File: config.mk
export PLATFORM = sky130hd
export DESIGN_NAME = calendar_minute_add_and_elapsed_unit
export DESIGN_NICKNAME = d
export VERILOG_FILES = /design/src/sv/cmae_pkg.sv /design/src/sv/cmae_datapath.sv /design/src/sv/calendar_minute_add_and_elapsed_unit.sv
export SDC_FILE = /design/constraint.sdc
export NUM_CORES = 1
export LEC_CHECK = 0
export ABC_AREA = 1
export BUFFER_PORTS_ARGS = -buffer_cell sky130_fd_sc_hd__buf_4
export CAP_MARGIN = 20
export CORE_UTILIZATION = 55
export DETAILED_ROUTE_END_ITERATION = 8
export PLACE_DENSITY = 0.75
export SYNTH_ARGS = -nofsm -noshare
export SYNTH_HDL_FRONTEND = slang
export SYNTH_SLANG_ARGS = --single-unit
File: constraint.sdc
create_clock -name clk -period 11.2 [get_ports clk]
set_input_delay 3.36 -clock clk [delete_from_list [all_inputs] [get_ports clk]]
set_output_delay 3.36 -clock clk [all_outputs]
set_load 0.01 [all_outputs]
File: src/sv/cmae_pkg.sv
// ----------------------------------------------------------------------------
// cmae_pkg
// Shared types, constants, microcode and calendar functions for the calendar
// minute add and elapsed unit.
// ----------------------------------------------------------------------------
package cmae_pkg;

    localparam int unsigned PC_W = 4;

    localparam logic [10:0] MAX_ADD       = 11'd1439;
    localparam logic [10:0] MIN_PER_HOUR  = 11'd60;
    localparam logic [5:0]  HOUR_PER_DAY  = 6'd24;
    localparam logic [3:0]  MONTHS        = 4'd12;
    localparam logic [15:0] ELAPSED_EARLY = 16'hffff;
    localparam logic [15:0] ELAPSED_LAST  = 16'h7ffe;

    typedef struct packed {
        logic        action;
        logic [11:0] start_year;
        logic [3:0]  start_month;
        logic [4:0]  start_day;
        logic [4:0]  start_hour;
        logic [5:0]  start_minute;
        logic [11:0] target_year;
        logic [3:0]  target_month;
        logic [4:0]  target_day;
        logic [4:0]  target_hour;
        logic [5:0]  target_minute;
        logic [10:0] add_count;
    } req_t;

    typedef struct packed {
        logic [11:0]        out_year;
        logic [3:0]         out_month;
        logic [4:0]         out_day;
        logic [4:0]         out_hour;
        logic [5:0]         out_minute;
        logic signed [15:0] elapsed_minutes;
    } rsp_t;

    typedef struct packed {
        logic [11:0] yr;
        logic [3:0]  mon;
        logic [4:0]  dom;
        logic [5:0]  hr;
        logic [10:0] mn;
    } stamp_t;

    typedef enum logic [2:0] {
        OP_NOP,
        OP_ADD,
        OP_SUB60,
        OP_SUB24,
        OP_DAYINC,
        OP_CMP,
        OP_TICK,
        OP_DONE
    } op_t;

    typedef enum logic [2:0] {
        CD_NEVER,
        CD_ALWAYS,
        CD_ELAPSED,
        CD_MN_GE60,
        CD_NO_DAY,
        CD_HR_GE24,
        CD_DECIDED,
        CD_RUN
    } cond_t;

    typedef struct packed {
        op_t             op;
        cond_t           cond;
        logic [PC_W-1:0] target;
    } uword_t;

    typedef struct packed {
        logic load;
        op_t  op;
    } dp_ctrl_t;

    typedef struct packed {
        logic elapsed;
        logic mn_ge60;
        logic no_day;
        logic hr_ge24;
        logic decided;
        logic run;
    } dp_status_t;

    localparam logic [PC_W-1:0] PC_START = 4'd0;
    localparam logic [PC_W-1:0] PC_ADD   = 4'd1;
    localparam logic [PC_W-1:0] PC_MIN   = 4'd2;
    localparam logic [PC_W-1:0] PC_CARRY = 4'd3;
    localparam logic [PC_W-1:0] PC_HOUR  = 4'd4;
    localparam logic [PC_W-1:0] PC_DAY   = 4'd5;
    localparam logic [PC_W-1:0] PC_CMP   = 4'd6;
    localparam logic [PC_W-1:0] PC_TICK  = 4'd7;
    localparam logic [PC_W-1:0] PC_DONE  = 4'd8;

    function automatic uword_t ucode(logic [PC_W-1:0] pc);
        uword_t w;
        unique case (pc)
            PC_START: w = '{op: OP_NOP,    cond: CD_ELAPSED, target: PC_CMP};
            PC_ADD:   w = '{op: OP_ADD,    cond: CD_NEVER,   target: PC_START};
            PC_MIN:   w = '{op: OP_SUB60,  cond: CD_MN_GE60, target: PC_MIN};
            PC_CARRY: w = '{op: OP_NOP,    cond: CD_NO_DAY,  target: PC_DONE};
            PC_HOUR:  w = '{op: OP_SUB24,  cond: CD_HR_GE24, target: PC_HOUR};
            PC_DAY:   w = '{op: OP_DAYINC, cond: CD_ALWAYS,  target: PC_DONE};
            PC_CMP:   w = '{op: OP_CMP,    cond: CD_DECIDED, target: PC_DONE};
            PC_TICK:  w = '{op: OP_TICK,   cond: CD_RUN,     target: PC_TICK};
            default:  w = '{op: OP_DONE,   cond: CD_NEVER,   target: PC_DONE};
        endcase
        return w;
    endfunction

    function automatic logic mult25(logic [9:0] v);
        logic r;
        r = 1'b0;
        for (int k = 0; k < 41; k++)
        begin
            if (v == 10'(k * 25))
            begin
                r = 1'b1;
            end
        end
        return r;
    endfunction

    function automatic logic is_leap(logic [11:0] y);
        logic by100;
        logic by400;
        by100 = mult25(y[11:2]);
        by400 = (y[3:0] == 4'd0) && mult25({2'b00, y[11:4]});
        return (y[1:0] == 2'd0) && (!by100 || by400);
    endfunction

    function automatic logic [4:0] month_len(logic [11:0] y, logic [3:0] m);
        logic [4:0] len;
        unique case (m)
            4'd2:                      len = is_leap(y) ? 5'd29 : 5'd28;
            4'd4, 4'd6, 4'd9, 4'd11:   len = 5'd30;
            default:                   len = 5'd31;
        endcase
        return len;
    endfunction

    function automatic stamp_t day_inc(stamp_t s);
        stamp_t     r;
        logic [5:0] d;
        logic [4:0] m;
        r = s;
        d = {1'b0, s.dom} + 6'd1;
        m = {1'b0, s.mon} + 5'd1;
        if (d > {1'b0, month_len(s.yr, s.mon)})
        begin
            r.dom = 5'd1;
            if (m > {1'b0, MONTHS})
            begin
                r.mon = 4'd1;
                r.yr  = s.yr + 12'd1;
            end
            else
            begin
                r.mon = m[3:0];
            end
        end
        else
        begin
            r.dom = d[4:0];
        end
        return r;
    endfunction

    function automatic stamp_t tick(stamp_t s);
        stamp_t      r;
        logic [10:0] m;
        logic [5:0]  h;
        r = s;
        m = s.mn + 11'd1;
        h = s.hr + 6'd1;
        if (m >= MIN_PER_HOUR)
        begin
            r.mn = m - MIN_PER_HOUR;
            if (h >= HOUR_PER_DAY)
            begin
                r.hr = h - HOUR_PER_DAY;
                r    = day_inc(r);
            end
            else
            begin
                r.hr = h;
            end
        end
        else
        begin
            r.mn = m;
        end
        return r;
    endfunction

endpackage

File: src/sv/cmae_datapath.sv
// ----------------------------------------------------------------------------
// cmae_datapath
// Working date register, elapsed counter and the operations that the
// microcode steps through.
// ----------------------------------------------------------------------------
module cmae_datapath
    import cmae_pkg::*;
(
    input  logic       clk,
    input  logic       rst_n,
    input  dp_ctrl_t   ctrl,
    input  req_t       req,
    output dp_status_t status,
    output rsp_t       rsp
);

    req_t        req_reg;
    stamp_t      w_reg;
    stamp_t      w_next;
    logic        carry_reg;
    logic        carry_next;
    logic [15:0] el_reg;
    logic [15:0] el_next;

    stamp_t      start_s;
    stamp_t      target_s;
    stamp_t      tick_s;
    logic [10:0] add_n;
    logic        match;
    logic        decided;
    logic [15:0] cmp_value;

    always_comb
    begin
        start_s  = '{yr: req.start_year, mon: req.start_month, dom: req.start_day,
                     hr: {1'b0, req.start_hour}, mn: {5'd0, req.start_minute}};
        target_s = '{yr: req_reg.target_year, mon: req_reg.target_month,
                     dom: req_reg.target_day, hr: {1'b0, req_reg.target_hour},
                     mn: {5'd0, req_reg.target_minute}};
        add_n    = (req_reg.add_count > MAX_ADD) ? MAX_ADD : req_reg.add_count;
        tick_s   = tick(w_reg);
        match    = (tick_s == target_s);
    end

    // decide early cases: target earlier, or same hour
    always_comb
    begin
        decided   = 1'b1;
        cmp_value = ELAPSED_EARLY;
        priority if (target_s.yr != w_reg.yr)
        begin
            decided = target_s.yr < w_reg.yr;
        end
        else if (target_s.mon != w_reg.mon)
        begin
            decided = target_s.mon < w_reg.mon;
        end
        else if (target_s.dom != w_reg.dom)
        begin
            decided = target_s.dom < w_reg.dom;
        end
        else if (target_s.hr != w_reg.hr)
        begin
            decided = target_s.hr < w_reg.hr;
        end
        else if (target_s.mn >= w_reg.mn)
        begin
            cmp_value = {5'd0, target_s.mn - w_reg.mn};
        end
        else
        begin
            cmp_value = ELAPSED_EARLY;
        end
    end

    always_comb
    begin
        w_next     = w_reg;
        carry_next = carry_reg;
        el_next    = el_reg;
        if (ctrl.load)
        begin
            w_next     = start_s;
            carry_next = 1'b0;
            el_next    = 16'd0;
        end
        else
        begin
            unique case (ctrl.op)
                OP_ADD:
                begin
                    w_next.mn = w_reg.mn + add_n;
                end
                OP_SUB60:
                begin
                    if (w_reg.mn >= MIN_PER_HOUR)
                    begin
                        w_next.mn  = w_reg.mn - MIN_PER_HOUR;
                        w_next.hr  = w_reg.hr + 6'd1;
                        carry_next = 1'b1;
                    end
                end
                OP_SUB24:
                begin
                    if (w_reg.hr >= HOUR_PER_DAY)
                    begin
                        w_next.hr = w_reg.hr - HOUR_PER_DAY;
                    end
                end
                OP_DAYINC:
                begin
                    w_next = day_inc(w_reg);
                end
                OP_CMP:
                begin
                    if (decided)
                    begin
                        el_next = cmp_value;
                    end
                end
                OP_TICK:
                begin
                    w_next  = tick_s;
                    el_next = el_reg + 16'd1;
                end
                default:
                begin
                    w_next = w_reg;
                end
            endcase
        end
    end

    always_ff @(posedge clk or negedge rst_n)
    begin
        if (!rst_n)
        begin
            req_reg   <= '0;
            w_reg     <= '0;
            carry_reg <= 1'b0;
            el_reg    <= '0;
        end
        else
        begin
            if (ctrl.load)
            begin
                req_reg <= req;
            end
            w_reg     <= w_next;
            carry_reg <= carry_next;
            el_reg    <= el_next;
        end
    end

    always_comb
    begin
        status.elapsed = req_reg.action;
        status.mn_ge60 = w_reg.mn >= MIN_PER_HOUR;
        status.hr_ge24 = w_reg.hr >= HOUR_PER_DAY;
        status.no_day  = !carry_reg || (w_reg.hr < HOUR_PER_DAY);
        status.decided = decided;
        status.run     = !match && (el_reg != ELAPSED_LAST);
    end

    always_comb
    begin
        if (req_reg.action)
        begin
            rsp.out_year   = req_reg.start_year;
            rsp.out_month  = req_reg.start_month;
            rsp.out_day    = req_reg.start_day;
            rsp.out_hour   = req_reg.start_hour;
            rsp.out_minute = req_reg.start_minute;
        end
        else
        begin
            rsp.out_year   = w_reg.yr;
            rsp.out_month  = w_reg.mon;
            rsp.out_day    = w_reg.dom;
            rsp.out_hour   = w_reg.hr[4:0];
            rsp.out_minute = w_reg.mn[5:0];
        end
        rsp.elapsed_minutes = el_reg;
    end

endmodule

File: src/sv/calendar_minute_add_and_elapsed_unit.sv
// ----------------------------------------------------------------------------
// calendar_minute_add_and_elapsed_unit
// Adds up to 1439 minutes to a calendar date and time, or counts the minutes
// from a start date and time to a target.
// ----------------------------------------------------------------------------
// The unit takes one request word at a time and holds req_stall high until
// its result is loaded into the output register. A small microcode program
// runs the work one step per cycle. Add mode adds the minutes, runs the loop
// that removes whole hours from the minute sum and, after a day carry, the
// loop that brings the hour below 24 before advancing the day. Elapsed mode
// ends at the compare step when the target is earlier or in the same hour,
// and otherwise counts each minute, up to 32767 minutes, since the tick step
// advances the working date by one minute per cycle. A result whose output
// register is still full and stalled waits at the last step. The next request
// word can be taken in the cycle after the result is loaded, while that result
// waits in the output register.
module calendar_minute_add_and_elapsed_unit
    import cmae_pkg::*;
(
    input  logic clk,
    input  logic rst_n,
    input  logic req_valid,
    output logic req_stall,
    input  req_t req,
    output logic rsp_valid,
    input  logic rsp_stall,
    output rsp_t rsp
);

    logic [PC_W-1:0] pc_reg;
    logic [PC_W-1:0] pc_next;
    logic            busy_reg;
    logic            busy_next;
    logic            rsp_valid_reg;
    logic            rsp_valid_next;
    rsp_t            rsp_reg;

    uword_t          uw;
    dp_ctrl_t        ctrl;
    dp_status_t      status;
    rsp_t            dp_rsp;
    logic            accept;
    logic            done_fire;
    logic            jump;

    assign uw        = ucode(pc_reg);
    assign accept    = req_valid && !busy_reg;
    assign done_fire = busy_reg && (uw.op == OP_DONE) && (!rsp_valid_reg || !rsp_stall);

    always_comb
    begin
        unique case (uw.cond)
            CD_NEVER:   jump = 1'b0;
            CD_ALWAYS:  jump = 1'b1;
            CD_ELAPSED: jump = status.elapsed;
            CD_MN_GE60: jump = status.mn_ge60;
            CD_NO_DAY:  jump = status.no_day;
            CD_HR_GE24: jump = status.hr_ge24;
            CD_DECIDED: jump = status.decided;
            CD_RUN:     jump = status.run;
            default:    jump = 1'b0;
        endcase
    end

    always_comb
    begin
        pc_next        = pc_reg;
        busy_next      = busy_reg;
        rsp_valid_next = rsp_valid_reg;
        if (rsp_valid_reg && !rsp_stall)
        begin
            rsp_valid_next = 1'b0;
        end
        if (accept)
        begin
            pc_next   = PC_START;
            busy_next = 1'b1;
        end
        else if (busy_reg)
        begin
            if (uw.op == OP_DONE)
            begin
                if (done_fire)
                begin
                    busy_next      = 1'b0;
                    rsp_valid_next = 1'b1;
                end
            end
            else if (jump)
            begin
                pc_next = uw.target;
            end
            else
            begin
                pc_next = pc_reg + PC_W'(1);
            end
        end
    end

    always_comb
    begin
        ctrl.load = accept;
        ctrl.op   = busy_reg ? uw.op : OP_NOP;
    end

    always_ff @(posedge clk or negedge rst_n)
    begin
        if (!rst_n)
        begin
            pc_reg        <= PC_START;
            busy_reg      <= 1'b0;
            rsp_valid_reg <= 1'b0;
        end
        else
        begin
            pc_reg        <= pc_next;
            busy_reg      <= busy_next;
            rsp_valid_reg <= rsp_valid_next;
        end
    end

    always_ff @(posedge clk)
    begin
        if (done_fire)
        begin
            rsp_reg <= dp_rsp;
        end
    end

    cmae_datapath u_datapath (
        .clk    (clk),
        .rst_n  (rst_n),
        .ctrl   (ctrl),
        .req    (req),
        .status (status),
        .rsp    (dp_rsp)
    );

    assign req_stall = busy_reg;
    assign rsp_valid = rsp_valid_reg;
    assign rsp       = rsp_reg;

endmodule
# --- Word-level counts from Yosys, hierarchy flattened ---
# Memories as Yosys holds them, arrays and structs flattened.
# Index checks and enable logic that the tools add are counted.
word_totals:
  regBits: 185
  mem_bits_ro: 80
  output_inout_bits: 50
  word_cells: 294
  memories: 1
mem_list:
  columns: ["name", "words", "word_bits", "rd", "rd_ports_with_merged_regs", "wr", "line_no", "source"]
  rows:
  - ["(no name shown)", 8, 10, 1, 0, 0, "cmae_pkg.sv:103", "unique case (pc)"]
classes:
  n_addsub: 13
  n_lt_le_gt_ge: 14
  n_eq_ne: 80
  muxes: 119
  n_reduce_logical: 39
ops:
  columns: ["op", "count"]
  rows:
  - ["10-bit == test (second input constant)", 20]
  - ["16-bit two-way mux", 9]
  - ["10-bit by 9-bit == test with 1-bit output (second input constant)", 10]
  - ["1-bit two-way mux", 80]
  - ["10-bit by 8-bit == test with 1-bit output (second input constant)", 5]
  - ["21-bit one-hot mux with 2 select lines", 1]
  - ["8-bit == test (second input constant)", 5]
  - ["38-bit == test", 1]
  - ["38-bit two-way mux", 1]
  - ["11-bit one-hot mux with 3 select lines", 1]
  - ["32-bit two-way mux", 1]
  - ["16-bit one-hot mux with 2 select lines", 1]
  - ["10-bit by 7-bit == test with 1-bit output (second input constant)", 3]
  - ["5-bit two-way mux", 6]
  - ["27-bit two-way mux", 1]
  - ["3-bit == test (second input constant)", 8]
  - ["8-bit by 7-bit == test with 1-bit output (second input constant)", 3]
  - ["11-bit by 6-bit greater-or-equal comparator with 1-bit output (second input constant)", 2]
  - ["11-bit two-way mux", 2]
  - ["11-bit by 6-bit subtractor with 11-bit output (second input constant)", 2]
  - ["21-bit two-way mux", 1]
  - ["4-bit two-way mux", 5]
  - ["5-bit one-hot mux with 2 select lines", 2]
  - ["6-bit one-hot mux with 3 select lines", 1]
  - ["57 further kinds", 94]

# --- Logic depth before layout (Yosys ltp) ---
# Gate-level depths: netlist of the first run.
logic_depth:
  ltp_word: 64
  depth_mapped: 40
  mapped_depth_nobuf: 39

# --- Hierarchy ---
# Synthesis of the first run repeated with hierarchy kept, for this count alone.
hier_totals:
  hier_cells: 1814
  hier_area_um2: 12972.4
by_module_without_submodules:
  columns: ["mod", "n_inst", "cells_each", "area_each_um2", "seq_area_each_um2"]
  rows:
  - ["cmae_datapath", 1, 1667, 10891.7, 3278.1]
  - ["calendar_minute_add_and_elapsed_unit", 1, 147, 2080.7, 1591.5]

# --- Worst setup path before layout of the first run ---
# OpenSTA, ideal clock, no wires.
synth_path:
  path_kind: "input to register"
  from: "input rsp_stall"
  to: "register busy_reg (netlist: req_stall)"
  setup_ns: 0.120
  arrival_time_ns: 6.057
  required_ns: 11.080
  slack_ns: 5.024
  path_stages: 3
  n_path_buf: 0
  cell_sequence: "a21oi_1 o21bai_1 inv_1"
synth_via:
  elab_chain_cells: 7
synth_rtl:
  columns: ["item", "line_no", "source"]
  rows:
  - ["start, declared", "calendar_minute_add_and_elapsed_unit.sv:26", "input logic rsp_stall,"]
  - ["1-bit zero test", "calendar_minute_add_and_elapsed_unit.sv:48", "assign done_fire = busy_reg && (uw.op == OP_DONE) && (!rsp_valid_reg || !rsp_stall);"]
  - ["1-bit logical OR", "calendar_minute_add_and_elapsed_unit.sv:48", null]
  - ["1-bit logical AND", "calendar_minute_add_and_elapsed_unit.sv:48", null]
  - ["1-bit two-way mux", "calendar_minute_add_and_elapsed_unit.sv:83", "if (done_fire)"]
  - ["1-bit two-way mux", "calendar_minute_add_and_elapsed_unit.sv:81", "if (uw.op == OP_DONE)"]
  - ["1-bit two-way mux", "calendar_minute_add_and_elapsed_unit.sv:79", "else if (busy_reg)"]
  - ["1-bit two-way mux", "calendar_minute_add_and_elapsed_unit.sv:74", "if (accept)"]
  - ["net busy_next", "calendar_minute_add_and_elapsed_unit.sv:33", "logic busy_next;"]
  - ["end signal, assigned", "calendar_minute_add_and_elapsed_unit.sv:117", "busy_reg <= busy_next;"]
  - ["end, declared", "calendar_minute_add_and_elapsed_unit.sv:32", "logic busy_reg;"]
# The timed path passes the listed nets, and every way through them passes these cells.
# A chain may end at the register's enable or synchronous reset.

# --- Worst setup path after layout of the first run ---
layout_path:
  from: "input req_valid"
  to: "register u_datapath.el_reg[15]"
layout_via:
  elab_chain_cells: 3
  elab_cells_between_ends: 5
layout_rtl:
  columns: ["item", "line_no", "source"]
  rows:
  - ["start, declared", "calendar_minute_add_and_elapsed_unit.sv:22", "input logic req_valid,"]
  - ["1-bit logical AND *", "calendar_minute_add_and_elapsed_unit.sv:47", "assign accept = req_valid && !busy_reg;"]
  - ["3-bit by 2-bit != test with 1-bit output (no source line) / 3-bit nonzero test (equally long branches)", null, null]
  - ["2-bit AND reduction (no source line)", null, null]
  - ["end signal, assigned", "cmae_datapath.sv:151", "el_reg <= el_next;"]
  - ["end, declared", "cmae_datapath.sv:22", "logic [15:0] el_reg;"]
# Mark *: on every way between the ends. The rest lies on a longest branch, timed or not.

==> run_results.csv, run 1 <==
group,metric,value,unit
critical_path,end_kind,"flip-flop",
synth,synth_top_area_share,26.7,%
detailed_routing,routed_wl,37100,µm
finish,area_growth,13.4,%
sta,grt_setup_unrepaired,"no",
critical_path,cp_cell_sequence,"buf_4, nand2_2, buf_4, clkinv_2, nor2_2, inv_2, a21oi_1, nor2_1, nand2_1, a21oi_1, a21o_1",
synth,synth_top_area_cell,"dfrtp_1",
critical_path,critPathMaxStageDelay,0.64,ns
pwr,power.density,358,nW/µm²
sta,slew_violations,0,
finish,num-nets-final,1984,
synth,async_reset_ff_share,74.1,%
clocking,cts_resized,0,
placed_design,gp_congestion,0.940,
pwr,pwr-share-clk,12.1,%
clocking,cts_root_buf,"clkbuf_16",
synth,ys.warnings.count,0,
critical_path,cp_data_arrival_time,6.97,ns
placed_design,placed_cell_area,13900,µm²
pwr,sw_frac_of_total,50.9,%
placed_design,dp.cells,2128,
critical_path,crit_required,11.54,ns
detailed_routing,dr.first_iter.drc_count,881,
finish,multiInputGateArea,6990,µm²
pwr,switchingPower,2.65,mW
synth,synth.area.top_cells,"dfrtp_1 27%, nand2_1 16%, edfxtp_1 11%, ha_1 6.6%, o21ai_0 5.0%",
synth,syn-num-nets,1893,
critical_path,critical_path_buf_inv_count,4,
critical_path,critPathMaxFanout,58,
detailed_routing,ant_nets,0,
detailed_routing,via_per_inst,5.75,
critical_path,worst_r2r_endpoint,"pc_reg[0]",
clocking,clockBufferDepth,2,
critical_path,critPathKind,"in2reg",
critical_path,crit_slowest_cell,"a21oi_1",
floorplan,dieArea,23900,µm²
critical_path,startpoint,"req_valid",
global_routing,grtUsageTotal,31.7,%
critical_path,path_depth,11,
clocking,hold_buffers,0,
run,maxCapViolCount,0,
sta,period_needed,6.63,ns
placed_design,io_buffers,129,
synth,synth_cell_types,56,
synth,synth.cell_area,12800,µm²
min_path,hp-class,"reg2reg",
critical_path,r2r_cells,32,
finish,drive_gt1_share,12.3,%
sta,setup_viol,0,
detailed_routing,drc,0,
global_routing,antenna_found_initial,0,
clocking,cts_tree,"yes",
finish,fill_cells,2042,
pwr,intPower,2.55,mW
sta,worstMarginPinSlew,1.11,ns
synth,synth-edff-count,48,
detailed_routing,drt_pass1_iterations,5,
finish,fin_cells,2160,
sta,maxSlewHeadroom,25.9,%
finish,final_area,14500,µm²
floorplan,core,22800,µm²
clocking,cts_made_buffers,17,
detailed_routing,wl_per_cell,17.2,µm
critical_path,critPathTopFamily,"buffers and inverters",
synth,yosysSeqAreaShare,38.0,%
floorplan,die_h,155,µm
finish,diodes,0,
floorplan,ios,130,
floorplan,start_util,56.3,%
clocking,post-cts-setup-buffer-count,0,
pwr,p_leak,7.01,nW
sta,clock.fmax,151,MHz
critical_path,cp-start-kind,"input pin",
floorplan,row_count,55,
floorplan,die_x,155,µm
status,status,"complete, no violations",
pwr,power_frac_comb,60.7,%
global_routing,grt_max_degree,103,
synth,synth_cells,1743,
finish,largest_register_ff_count,75,
global_routing,grt_pass1_wl,60200,µm
placed_design,hpwl,27000,µm
clocking,clk_latency,0.44,ns
global_routing,grt_overflow,0,
clocking,clk_pin_slew,0.08,ns
clocking,clkSinkCount,185,
sta,fin_tns_setup,0,ns
synth,ys_ff_latch,185,
detailed_routing,num_vias,12400,
synth,yosys_most_used_dff,"dfrtp_1",
pwr,pwr-share-seq,27.2,%
critical_path,endpoint,"u_datapath.el_reg[15]",
sta,fin_skew,0.0144,ns
finish,seqCellArea,4870,µm²
synth,synth_area_per_cell,7.36,µm²
critical_path,r2r_slack,5.69,ns
pwr,ir_worst_vdd,170,µV
global_routing,grt_pass1_vias,11800,
critical_path,r2r_start,"u_datapath.w_reg[33]",
clocking,h-tree-depth,4,
sta,fin_crit_sh,59.2,%
sta,final_hold_viol_count,0,
cell families (layout without fill, tap and decap cells):
kind of cell,Yosys count,count (layout),synth area share (%)
xor gates and xnor gates,45,45,3.18
AOI/OAI and AO/OA,301,301,14.3
DFF,185,185,38.0
buffers and inverters,243,347,7.62
adders and majority gates,70,70,6.95
and+or+nand+nor,899,899,30.0
cells in the final DEF (no fill, tap or decap), types with 15 or more instances in the layout:
master	instances
inv_1	164
nand4_1	22
ha_1	68
nand3_1	110
o22ai_1	17
clkbuf_16	18
dfrtp_1	136
a21oi_1	45
buf_4	134
nor2_1	145
xor2_1	37
o21ai_0	127
o211ai_1	28
nand2_1	539
a22oi_1	16
edfxtp_1	48
nor3_1	15
final cells by class:
cell class / count / area share [%]
multi-input cells: 1315 / 48.1
repair buffers: 135 / 6.99
inverters: 180 / 4.65
well taps: 313 / 2.69
clock buffers: 21 / 3.17
clock inverters: 11 / 0.946
flip-flops and latches: 185 / 33.5
power groups by stage:
stage               Sequential, mW  Clock [mW]  Combinational (mW)
finish                        1.42       0.630                3.16
detailed placement            1.42           0                3.10
global route                  1.45       0.661                3.54
CTS                           1.41       0.636                3.12
floorplan                     1.33           0                2.34
global placement              1.41           0                3.02
per-layer routing:
metal  global-route usage [%]  wire length, µm
met1                     41.5            15700
met2                     51.8            17300
met3                     4.43             2500
met4                     15.6             1580
met5                        0                0
tightest hold or removal path, delay by kind of cell, from the launching register on:
| kind | cells | cell delay, ns |
|---|---|---|
| AND/OR/NAND/NOR | 2 | 0.10 |
| flip-flops | 1 | 0.34 |
through the flow:
step,utilization (%),hold WS [ns],total power [mW],worst slack (ns)
2_1_floorplan,-,0.441,3.67,5.02
3_3_place_gp,61.2,0.457,4.43,4.28
3_5_place_dp,61.2,0.459,4.52,4.21
4_1_cts,63.9,0.479,5.17,4.65
5_1_grt,63.9,0.489,5.66,4.38
6_report,63.9,0.474,5.20,4.57
worst min-delay path by stage:
stage	start	to	cells past startpoint
2_1_floorplan	u_datapath.req_reg[0]	u_datapath.req_reg[0]	2
3_3_place_gp	u_datapath.req_reg[4]	u_datapath.req_reg[4]	2
3_5_place_dp	u_datapath.req_reg[3]	u_datapath.req_reg[3]	2
4_1_cts	u_datapath.req_reg[3]	u_datapath.req_reg[3]	2
5_1_grt	u_datapath.el_reg[9]	rsp[9]	0
6_report	u_datapath.req_reg[3]	u_datapath.req_reg[3]	2
Yosys cell counts, drive strengths merged (2+ instances only):
cell type  instances
o21bai             5
o211ai            28
nor2             160
a32oi              2
nand2            552
xor2              37
a221oi            10
buf               29
nor4               6
clkbuf            34
o21ai            137
inv              178
o221ai             5
or2               12
ha                68
a2bb2oi            9
nand3            115
clkinv             2
nand4             22
nor3              15
nor3b              4
o21a               2
and2               2
o22ai             18
fa                 2
nand3b            10
a31oi              9
a22oi             16
a21oi             46
dfrtp            137
a32o               4
edfxtp            48
xnor2              7
o311ai             3
Power figures use the tool's default switching activity.
==> run 2, diff against run 1 <==
==> constraint.sdc (replaced) <==
create_clock -name clk -period 6.45 [get_ports clk]
set_input_delay 1.935 -clock clk [delete_from_list [all_inputs] [get_ports clk]]
set_output_delay 1.935 -clock clk [all_outputs]
set_load 0.01 [all_outputs]
==> run 2 against run 1 <==
Routed wire length grew 2.2%; flip-flop and latch count did not move; clock-buffer cell count is 2 lower; setup slack lost 3.3 ns; sequential share of layout area rose by 0.061 points; clock power rose by 63%; critical endpoint is now pc_reg[2]; highest routed layer unchanged; largest power group unchanged.
==> run_results.csv, run 2 (same netlist as run 1, synthesis figures left out) <==
group,metric,value,unit
pwr,pwr-share-seq,27.3,%
clocking,hold_buffers,0,
pwr,power_frac_comb,61.2,%
detailed_routing,drt_pass1_iterations,6,
critical_path,end_kind,"flip-flop",
pwr,pwr-share-clk,11.5,%
global_routing,grt_overflow,0,
sta,worstMarginPinSlew,0.975,ns
finish,area_growth,13.2,%
floorplan,row_count,55,
global_routing,grt_max_degree,75,
sta,slew_violations,0,
sta,grt_setup_unrepaired,"no",
critical_path,crit_required,6.83,ns
critical_path,crit_slowest_cell,"dfrtp_1",
sta,fin_skew,0.0183,ns
sta,fin_tns_setup,0,ns
clocking,clkSinkCount,185,
pwr,ir_worst_vdd,285,µV
status,status,"complete, no violations",
clocking,post-cts-setup-buffer-count,0,
detailed_routing,ant_nets,0,
global_routing,grt_pass1_vias,11600,
sta,final_hold_viol_count,0,
critical_path,critPathMaxStageDelay,0.48,ns
floorplan,ios,130,
detailed_routing,drc,0,
critical_path,r2r_slack,1.29,ns
clocking,cts_root_buf,"clkbuf_16",
finish,fill_cells,2029,
clocking,cts_made_buffers,17,
detailed_routing,routed_wl,37900,µm
finish,largest_register_ff_count,75,
clocking,clockBufferDepth,2,
floorplan,die_x,155,µm
detailed_routing,num_vias,12300,
floorplan,core,22800,µm²
global_routing,grt_pass1_wl,61300,µm
critical_path,critPathKind,"reg2reg",
global_routing,antenna_found_initial,0,
sta,clock.fmax,194,MHz
critical_path,r2r_cells,30,
global_routing,grtUsageTotal,32.6,%
run,maxCapViolCount,0,
critical_path,critPathMaxFanout,23,
finish,final_cell_mix,"539 x nand2_1, 164 x inv_1, 145 x nor2_1",
pwr,switchingPower,4.67,mW
sta,setup_viol,0,
finish,num-nets-final,1986,
min_path,hold_depth,2,
clocking,cts_resized,0,
clocking,clk_latency,0.45,ns
sta,maxSlewHeadroom,34.9,%
floorplan,dieArea,23900,µm²
sta,period_needed,5.16,ns
clocking,h-tree-depth,4,
floorplan,die_h,155,µm
pwr,power.density,621,nW/µm²
pwr,sw_frac_of_total,51.8,%
finish,drive_gt1_share,12.5,%
placed_design,gp_congestion,0.959,
pwr,p_leak,7.00,nW
placed_design,hpwl,28000,µm
sta,fin_crit_sh,80.1,%
min_path,hp-class,"reg2reg",
detailed_routing,wl_per_cell,17.5,µm
finish,final_common_cell,"nand2_1",
pwr,intPower,4.34,mW
detailed_routing,dr.first_iter.drc_count,1171,
floorplan,start_util,56.3,%
critical_path,cp_data_arrival_time,5.54,ns
finish,diodes,0,
clocking,clk_pin_slew,0.08,ns
detailed_routing,via_per_inst,5.68,
critical_path,cpMostUsedCell,"nand2_1",
clocking,cts_tree,"yes",
critical_path,cp-start-kind,"flip-flop",
placed_design,io_buffers,129,
pwr,p_total,9.01,mW
-- run 2: changes by cell type in the layout (fill, tap and decap cells not counted), moves of 2 or more --
cell / change
buf_4: +2
bufinv_16: -2
clkinv_4: -4
clkinvlp_4: +2
inv_6: +4
inv_8: +2
-- run 2: power by group through the flow --
stage                     registers [mW]  logic (mW)  clock network (mW)
after floorplan                     2.30        4.07                   0
after global placement              2.46        5.34                   0
after detailed placement            2.46        5.41                   0
after CTS                           2.45        5.45                1.04
after global routing                2.53        6.20                1.09
final                               2.46        5.52                1.03
-- run 2: cell type report --
class	count	area, µm²	area share (%)
inverter	180	677	4.66
multi-input combinational	1315	6990	48.1
clock inverter	13	125	0.862
timing repair buffer	137	1030	7.11
tap	313	392	2.70
sequential	185	4870	33.5
clock buffer	19	433	2.98
-- run 2: per-stage QoR --
stage / instances / util, % / setup slack (ns) / hold slack, ns / area (µm²)
finish: 2162 / 63.7 / 1.29 / 0.481 / 14500
global route: 2162 / 63.7 / 0.747 / 0.506 / 14500
CTS: 2162 / 63.7 / 1.33 / 0.480 / 14500
detailed placement: 2130 / 61.3 / 1.37 / 0.459 / 14000
global placement: 2130 / 61.3 / 1.38 / 0.457 / 14000
floorplan: 1743 / - / 1.70 / 0.441 / 12800
-- run 2: path summary, 6_finish.rpt --
kind / start / to
worst max-delay path: u_datapath.w_reg[34] / pc_reg[2]
worst min-delay path: u_datapath.req_reg[2] / u_datapath.req_reg[2]
worst max register to register: u_datapath.w_reg[34] / pc_reg[2]
worst min register to register: u_datapath.req_reg[2] / u_datapath.req_reg[2]
max in group asynchronous: rst_n / u_datapath.el_reg[14]
min in group asynchronous: rst_n / u_datapath.req_reg[57]
-- run 2: per-layer routing --
metal | track usage [%] | vias up | wire (µm)
li1 | - | 5996 | -
met1 | 43.9 | 5724 | 16300
met2 | 53.7 | 486 | 17900
met3 | 4.09 | 82 | 2450
met4 | 12.7 | 0 | 1240
met5 | 0 | - | 0
-- run 2: worst max-delay path: cells and delay by family (launching register included) --
family                   cells  cell delay, ns
flip-flops                   1            0.48
AND/OR/NAND/NOR             21            2.65
buffers and inverters        2            0.35
AO/OA/AOI/OAI                6            1.34
adder cells (fa/ha/maj)      1            0.24
